$ cat src/design/kfd_pkg.sv
// KISS frame decoder package: byte codes, verdict codes, result word and frame state types.
// No dependencies.
`default_nettype none

package kfd_pkg;

  localparam int unsigned MaxFrame = 4096;
  localparam int unsigned LenW     = 13;
  localparam int unsigned QDepth   = 4;
  localparam int unsigned QPtrW    = 2;
  localparam int unsigned QCountW  = 3;

  localparam logic [7:0] ChFend  = 8'hC0;
  localparam logic [7:0] ChFesc  = 8'hDB;
  localparam logic [7:0] ChTfend = 8'hDC;
  localparam logic [7:0] ChTfesc = 8'hDD;
  localparam logic [3:0] CmdPoll = 4'hE;
  localparam logic [3:0] CmdData = 4'h0;

  typedef enum logic [2:0] {
    VERD_DATA_OK    = 3'd0,
    VERD_NONDATA_OK = 3'd1,
    VERD_ESC_ERR    = 3'd2,
    VERD_POLL       = 3'd3,
    VERD_CSUM_BAD   = 3'd4,
    VERD_OVERSIZE   = 3'd5,
    VERD_EMPTY      = 3'd6
  } kfd_verdict_t;

  typedef struct packed {
    logic              kind;
    logic [7:0]        data_byte;
    kfd_verdict_t      verdict;
    logic [3:0]        port;
    logic [3:0]        command;
    logic [LenW-1:0]   length;
    logic              stray;
    logic              last;
  } kfd_result_t;

  typedef struct packed {
    logic              esc;
    logic [7:0]        csum;
    logic [LenW-1:0]   count;
    logic [7:0]        held;
    logic              held_vld;
    logic [7:0]        ctrl;
    logic              csum_frame;
    logic              ovf;
    logic              stray;
  } kfd_frame_t;

endpackage

`default_nettype wire

$ cat src/design/kfd_decode.sv
// KISS unescape, one-byte hold and frame-end verdict; produces up to two result words per byte.
// Depends on kfd_pkg.
`default_nettype none

module kfd_decode (
  input  wire logic                clk,
  input  wire logic                rst,
  input  wire logic                step,
  input  wire logic [7:0]          line_byte,
  input  wire logic                csum_en,
  output kfd_pkg::kfd_result_t     res0,
  output kfd_pkg::kfd_result_t     res1,
  output logic [1:0]               res_count
);
  import kfd_pkg::*;

  kfd_frame_t st;
  kfd_frame_t st_next;

  always_ff @(posedge clk) begin
    if (rst) begin
      st <= '0;
    end else if (step) begin
      st <= st_next;
    end
  end

  always_comb begin
    logic [7:0]      b;
    logic [3:0]      cmd;
    kfd_verdict_t    verd;
    logic [LenW-1:0] len;
    kfd_result_t     fe;
    kfd_result_t     dr;

    st_next   = st;
    res0      = '0;
    res1      = '0;
    res_count = 2'd0;
    b         = line_byte;
    cmd       = st.ctrl[3:0];
    verd      = VERD_DATA_OK;
    len       = '0;
    fe        = '0;
    dr        = '0;

    if (st.esc) begin
      verd = VERD_ESC_ERR;
    end else if (st.ovf) begin
      verd = VERD_OVERSIZE;
    end else if (cmd != CmdData) begin
      if (cmd == CmdPoll) begin
        verd = VERD_POLL;
      end else begin
        verd = VERD_NONDATA_OK;
        len  = st.count;
      end
    end else if (st.csum_frame) begin
      if (st.csum != 8'd0) begin
        verd = VERD_CSUM_BAD;
      end else if (st.count == LenW'(1)) begin
        verd = VERD_EMPTY;
      end else begin
        len = st.count - LenW'(1);
      end
    end else begin
      len = st.count;
    end

    fe.kind    = 1'b1;
    fe.verdict = verd;
    fe.port    = st.ctrl[7:4];
    fe.command = cmd;
    fe.length  = len;
    fe.stray   = st.stray;
    fe.last    = 1'b1;

    dr.data_byte = st.held;
    dr.last      = 1'b1;

    if (line_byte == ChFend) begin
      st_next = '0;
      if (st.count != '0) begin
        if (st.held_vld && !st.csum_frame) begin
          res0      = dr;
          res0.last = 1'b0;
          res1      = fe;
          res_count = 2'd2;
        end else begin
          res0      = fe;
          res_count = 2'd1;
        end
      end
    end else if (line_byte == ChFesc) begin
      st_next.esc = 1'b1;
    end else begin
      st_next.esc = 1'b0;
      if (st.esc) begin
        if (line_byte == ChTfend) begin
          b = ChFend;
        end else if (line_byte == ChTfesc) begin
          b = ChFesc;
        end else begin
          st_next.stray = 1'b1;
        end
      end
      if (st.count >= LenW'(MaxFrame)) begin
        st_next.ovf = 1'b1;
      end else begin
        if (st.count == '0) begin
          st_next.ctrl       = b;
          st_next.csum_frame = csum_en && (b[3:0] == CmdData);
        end
        st_next.csum = st.csum ^ b;
        if (st.held_vld) begin
          res0      = dr;
          res_count = 2'd1;
        end
        st_next.held     = b;
        st_next.held_vld = 1'b1;
        st_next.count    = st.count + LenW'(1);
      end
    end
  end

endmodule

`default_nettype wire

$ cat src/design/kfd_result_fifo.sv
// Result queue: takes up to two result words a cycle, hands out one.
// Depends on kfd_pkg.
`default_nettype none

module kfd_result_fifo (
  input  wire logic                clk,
  input  wire logic                rst,
  input  wire logic [1:0]          push_count,
  input  wire kfd_pkg::kfd_result_t push0,
  input  wire kfd_pkg::kfd_result_t push1,
  input  wire logic                pop,
  output logic                     not_empty,
  output logic                     room,
  output kfd_pkg::kfd_result_t     head
);
  import kfd_pkg::*;

  kfd_result_t        mem [QDepth];
  logic [QPtrW-1:0]   wr_ptr;
  logic [QPtrW-1:0]   rd_ptr;
  logic [QCountW-1:0] count;
  logic [QCountW-1:0] count_next;
  logic               do_pop;

  assign not_empty = (count != '0);
  assign room      = (count <= QCountW'(QDepth - 2));
  assign head      = mem[rd_ptr];
  assign do_pop    = pop && not_empty;

  always_comb begin
    count_next = count + QCountW'(push_count) - QCountW'(do_pop);
  end

  always_ff @(posedge clk) begin
    if (push_count != 2'd0) begin
      mem[wr_ptr] <= push0;
    end
    if (push_count == 2'd2) begin
      mem[wr_ptr + QPtrW'(1)] <= push1;
    end
  end

  always_ff @(posedge clk) begin
    if (rst) begin
      wr_ptr <= '0;
      rd_ptr <= '0;
      count  <= '0;
    end else begin
      wr_ptr <= wr_ptr + QPtrW'(push_count);
      rd_ptr <= rd_ptr + QPtrW'(do_pop);
      count  <= count_next;
    end
  end

endmodule

`default_nettype wire

$ cat src/design/kiss_frame_decoder.sv
// KISS frame decoder top level: input register, decoder, result queue, config register.
// Depends on kfd_pkg, kfd_decode, kfd_result_fifo.
// Each accepted byte goes via the input register and the decoder into the result queue.
// Throughput: one line byte per cycle while the queue has room; a frame end that releases
// a held byte gives two words, both pushed into the four-word queue and popped one at a time.
// Reset clears the frame state, the queue and checksum_enable.
`default_nettype none

module kiss_frame_decoder (
  input  wire logic                   clk,
  input  wire logic                   rst,
  input  wire logic                   in_valid,
  output logic                        in_stall,
  input  wire logic [7:0]             rx_byte,
  input  wire logic                   cfg_valid,
  output logic                        cfg_ready,
  input  wire logic                   checksum_enable,
  output logic                        out_valid,
  input  wire logic                   out_stall,
  output logic                        kind,
  output logic [7:0]                  data_byte,
  output logic [2:0]                  verdict,
  output logic [3:0]                  frame_port,
  output logic [3:0]                  frame_command,
  output logic [kfd_pkg::LenW-1:0]    frame_length,
  output logic                        stray_escape,
  output logic                        last
);
  import kfd_pkg::*;

  logic        csum_en;
  logic        in_full;
  logic [7:0]  in_byte;
  logic        room;
  logic        step;
  kfd_result_t res0;
  kfd_result_t res1;
  logic [1:0]  res_count;
  logic [1:0]  push_count;
  kfd_result_t head;

  assign cfg_ready = 1'b1;

  always_ff @(posedge clk) begin
    if (rst) begin
      csum_en <= 1'b0;
    end else if (cfg_valid && cfg_ready) begin
      csum_en <= checksum_enable;
    end
  end

  assign step     = in_full && room;
  assign in_stall = in_full && !room;

  always_ff @(posedge clk) begin
    if (rst) begin
      in_full <= 1'b0;
    end else if (!in_stall) begin
      in_full <= in_valid;
    end
  end

  always_ff @(posedge clk) begin
    if (!in_stall) begin
      in_byte <= rx_byte;
    end
  end

  kfd_decode u_decode (
    .clk       (clk),
    .rst       (rst),
    .step      (step),
    .line_byte (in_byte),
    .csum_en   (csum_en),
    .res0      (res0),
    .res1      (res1),
    .res_count (res_count)
  );

  assign push_count = step ? res_count : 2'd0;

  kfd_result_fifo u_fifo (
    .clk        (clk),
    .rst        (rst),
    .push_count (push_count),
    .push0      (res0),
    .push1      (res1),
    .pop        (!out_stall),
    .not_empty  (out_valid),
    .room       (room),
    .head       (head)
  );

  assign kind          = head.kind;
  assign data_byte     = head.data_byte;
  assign verdict       = head.verdict;
  assign frame_port    = head.port;
  assign frame_command = head.command;
  assign frame_length  = head.length;
  assign stray_escape  = head.stray;
  assign last          = head.last;

endmodule

`default_nettype wire
$ cat config.mk
export PLATFORM = sky130hd
export DESIGN_NAME = kiss_frame_decoder
export DESIGN_NICKNAME = d
export VERILOG_FILES = /design/src/design/kfd_pkg.sv /design/src/design/kfd_decode.sv /design/src/design/kfd_result_fifo.sv /design/src/design/kiss_frame_decoder.sv
export SDC_FILE = /design/constraint.sdc
export NUM_CORES = 1
export LEC_CHECK = 0
export BUFFER_PORTS_ARGS = -buffer_cell sky130_fd_sc_hd__buf_2
export CORE_MARGIN = 2
export CORE_UTILIZATION = 61
export CTS_CLUSTER_SIZE = 14
export DETAILED_ROUTE_END_ITERATION = 16
export GPL_TIMING_DRIVEN = 1
export MAX_ROUTING_LAYER = met4
export PLACE_DENSITY = 0.85
export SYNTH_ARGS = -nofsm -noshare
export SYNTH_HDL_FRONTEND = slang
export SYNTH_SLANG_ARGS = --single-unit
export TNS_END_PERCENT = 50
$ cat constraint.sdc
create_clock -name clk -period 5.25 [get_ports clk]
set_clock_uncertainty 0.15 [all_clocks]
set_input_delay 0.7875 -clock clk [delete_from_list [all_inputs] [get_ports clk]]
set_output_delay 0.7875 -clock clk [all_outputs]
set_load 0.02 [all_outputs]
Word-level counts from Yosys, hierarchy flattened:

Memories as Yosys holds them, arrays and structs flattened. A register that Yosys moved wholly into a read port is not among the register bits.
Index checks and enable logic that the tools add are counted.

* flip-flop bits (word level): 59
* latch bits: 0
* bits in writable memories: 140
* memory bits (read-only): 0
* bits of input ports: 14
* output and inout bits: 38
* word-level logic and storage cells: 108
* memories: 1

* add/subtract/negate cells: 7
* multiply operators: 0
* divide/modulo/power cells: 0
* order comparisons: 2
* eq/ne operators: 11
* shifts and indexed selects: 0
* mux-type cells: 49
* bitwise logic cells: 1
* reduce and logical (&&, ||, !) cells: 22

Memory list
* u_fifo.mem: words 4, bits a word 35, read ports 1, clocked after Yosys merged registers in 1, write ports 2, line kfd_result_fifo.sv:18 `kfd_result_t mem [QDepth];`

Operators with widths (number)
* 2-to-1 mux 35 bit: 8
* 2-to-1 mux 13 bit: 7
* 2-to-1 mux 42 bit: 1
* 2-to-1 mux 41 bit: 1
* 2-to-1 mux 8 bit: 5
* 2-to-1 mux 39 bit: 1
* 2-to-1 mux 34 bit: 1
* equality test 8 bit (second input constant): 4
* 2-to-1 mux 3 bit: 6
* 2-to-1 mux 2 bit: 7
* adder 13 x 1 -> 13 bit (second input constant): 1
* equality test 13 x 1 -> 1 bit (second input constant): 1
* greater-or-equal comparator 13 bit (second input constant): 1
* zero test 13 bit: 1
* nonzero test 13 bit: 1
* subtractor 13 x 1 -> 13 bit (second input constant): 1
* 2-to-1 mux 1 bit: 11
* 2-to-1 mux 9 bit: 1
* inequality test 2 x 1 -> 1 bit (second input constant): 4
* nonzero test 2 bit: 4
* nonzero test 8 bit: 1
* XOR 8 bit: 1
* AND reduction 3 bit: 2
* logical AND 1 bit: 5
* other kinds (14): 16

Logic depth before layout (Yosys ltp):

* depth after elaboration: 12
* mapped depth: 13

By module:

A second synthesis with hierarchy kept.

* cells, all modules: 803
* area, all modules: 10495.1 µm²

Modules (own cells, without submodules)
* kfd_result_fifo: instances 1, cells an instance 384, area an instance 7194.4 µm², sequential area each 4344.2 µm²
* kfd_decode: instances 1, cells an instance 397, area an instance 2939.1 µm², sequential area each 840.8 µm²
* kiss_frame_decoder: instances 1, cells an instance 22, area an instance 361.6 µm², sequential area each 280.3 µm²

Least setup slack after synthesis:

No wires, ideal clock.

* kind: reg-to-reg
* from: register u_decode.st[20] (netlist bit)
* to: memory u_fifo.mem[1][0] (netlist bit), enable pin
* setup time: 0.453 ns
* arrival: 3.425 ns
* data required time: 4.647 ns
* setup slack: 1.222 ns
* stages on the path, launching flop included: 9
* path buffers: 1
* period minus slack after synthesis: 4.028 ns
* cells stage by stage: dfxtp_1 -> inv_1 -> ha_1 -> or3b_2 -> nor4_4 -> buf_6 -> o22ai_1 -> nand2_1 -> a21boi_0

RTL lines
* start: declaration: line kfd_decode.sv:17 `kfd_frame_t st;`
* start signal: assignment: line kfd_decode.sv:24 `st <= st_next;`
* end: declaration: line kfd_result_fifo.sv:18

==> impl_metrics.yaml <==
sta:
  max_slew_margin: 0.145
  timing_hold_violations_final: 0
  min_period_over_period: 0.697
  rsz0062_at_grt: "no"
  fmax_ghz: 0.273
  period_minus_slack_ps: 3660
  tightestPinTransition_ps: 1280
  final.setup.tns_ps: 0
  finalSetupViolations: 0
  report.final.slew_viol_count: 0
floorplan:
  initial_core_util: 0.623
  rows: 44
  core_sq_mm: 0.0145
  die_height_microns: 126
  die-area_sq_mm: 0.0158
  ios: 52
  die_w_microns: 126
worst_setup_path:
  crit_type: "register to register"
  arrival_ps: 3480
  worstPathRequired_ps: 5080
  regToRegSetupSlack_ps: 1590
  path_max_fanout: 27
  worstSetupEndpointType: "register"
  worstSetupStartpointType: "register"
routing:
  wl_per_cell_microns: 21.6
  avgViaCountPerCell: 6.48
  drc_errors: 0
  top_layer_used: "met4"
  wl_met3_microns: 1610
  dr.pass1.iters: 6
  dr_wl_met2_microns: 10900
  dr.first_iter.drc_count: 713
  num_vias: 6456
  wl_met1_microns: 8610
  ant_nets: 0
  drt-total-wl_microns: 21500
run:
  maxCapViolCount: 0
synth:
  ys.flop_type: "edfxtp_1"
  synthDominantCellAreaShare: 0.385
  synth_fp_nets: 795
  yosys-top-cells-area: "edfxtp_1, dfxtp_1, mux4_2"
  ys_ff_latch: 199
  avgSynthCellArea_sq_um: 11.7
  yosys_warnings: 0
  synthDistinctLibCells: 77
  synthArstFlopShare: 0
  synth_edf_count: 116
  synth_top_area_cell: "edfxtp_1"
  synth_top_cells_by_count: "edfxtp_1, nor2_1, dfxtp_1, nand2_1, and2_1"
  syn_inst: 772
  syn_area_sq_mm: 0.00906
  yosysSeqAreaShare: 0.568
  yosysMostFrequentCell: "edfxtp_1"
global_routing:
  grt.total_usage: 0.287
  antenna_found_initial: 0
  grt_overflow: 0
  grt_pass1_vias: 6385
  grt_pass1_wl_microns: 34200
  grt_max_degree: 40
final_layout:
  seq_area_sq_mm: 0.00515
  drive_above_1_share: 0.182
  multi_input_area_sq_mm: 0.00362
  nets: 823
  finalNonFillerCells: 997
  antenna_cells: 0
  nFillCells: 1028
  syn_to_final_growth_pct: 10.5
hold_path:
  hold_path_class: "register to register"
place:
  dp.cells: 965
  hpwl_microns: 14400
  gp_congestion: 1.00
  port_buffers: 50
clocking:
  post_cts_buffers: 0
  cts.sinks: 199
  ctsHoldBuffers: 0
  insertion_delay_ps: 430
  cts.reportedPaths.clkPinSlew_ps: 70
  cts_root_buffer: "clkbuf_16"
  cts_made_buffers: 17
  cts_tree: "done"
  cts_buffer_depth: 2
  htreeDepth: 4
  cts_resized: 0
status:
  status: "complete, no violations"
pwr:
  p_leak_nw: 3.38
  powerDensity_mw_per_mm2: 404
  ir_worst_vdd_uv: 223
-- final cells by class --
| cell class | instances | share of cell area |
|---|---|---|
| well taps | 184 | 0.0230 |
| repair buffers | 58 | 0.0310 |
| inverters | 20 | 0.00750 |
| flip-flops and latches | 199 | 0.515 |
| clock inverters | 15 | 0.0194 |
| clock buffers | 17 | 0.0425 |
| multi-input cells | 504 | 0.362 |
-- cells by family (layout without fill, tap and decap cells) --
group                    count (synthesis)  count (layout)  synth area share
buffers and inverters                   69             110            0.0334
AND/OR/NAND/NOR                        317             317             0.177
XOR/XNOR                                14              14            0.0135
adder cells (fa/ha/maj)                  9               9            0.0133
AO/OA/AOI/OAI                          108             108            0.0852
other                                    1               1          0.000414
flip-flops                             199             199             0.568
multiplexers                            55              55             0.109
-- path summary, 6_finish.rpt --
kind | start | endpoint | depth (start not counted)
max reg2reg | u_decode.st[24] | u_fifo.mem[0][20] | 5
min reg2reg | u_fifo.mem[1][32] | u_fifo.mem[1][32] | 2
min | u_fifo.mem[1][32] | u_fifo.mem[1][32] | 2
max | u_decode.st[24] | u_fifo.mem[0][20] | 5
-- per-stage QoR --
| step | util | setup slack [ps] | instance area (sq um) | total power, mW | hold slack [ps] |
|---|---|---|---|---|---|
| floorplan | - | 1220 | 9060 | 2.46 | 282 |
| global placement | 0.646 | 1690 | 9390 | 2.68 | 291 |
| detailed placement | 0.646 | 1620 | 9390 | 2.71 | 298 |
| CTS | 0.688 | 1600 | 10000 | 4.04 | 309 |
| global route | 0.688 | 1400 | 10000 | 4.18 | 330 |
| finish | 0.688 | 1590 | 10000 | 4.04 | 309 |
-- cells in the final DEF, fill, tap and decap left out, types with 12 or more instances in the layout --
| cell type | count |
|---|---|
| edfxtp_1 | 116 |
| nor3_1 | 14 |
| a21oi_1 | 32 |
| mux2i_1 | 19 |
| and3_1 | 12 |
| clkbuf_16 | 17 |
| dfxtp_1 | 81 |
| nor2_1 | 108 |
| a22o_1 | 16 |
| buf_2 | 50 |
| mux4_2 | 35 |
| nand2_1 | 58 |
| inv_1 | 19 |
| and2_1 | 42 |
| nand3_1 | 22 |
-- where the power goes --
part,switching [mW],internal [mW],leakage (nW)
Combinational,0.463,0.361,1.40
Sequential,0.135,1.72,1.70
Clock,0.599,0.762,0.291
Total,1.20,2.84,3.38
-- critical path: stages, from the launching register on --
cell and delay (ps):
dfxtp_1 410, or4_1 710, or4_4 630, and3_4 210
o31ai_4 400, inv_1 660
-- routing by layer --
layer | global-route usage | vias to the layer above
met2 | 0.484 | 339
li1 | - | 2898
met4 | 0.0853 | 0
met1 | 0.361 | 3172
met3 | 0.0489 | 47
met5 | - | -
-- sequential cells by signal, summed over array words and instances, names as in the netlist --
signal,count
u_fifo.wr_ptr,2
in_byte,8
u_fifo.count,3
u_fifo.rd_ptr,2
in_full,1
u_decode.st,42
u_fifo.mem,140
csum_en,1
Note: power is estimated with default switching activity, not from simulation.
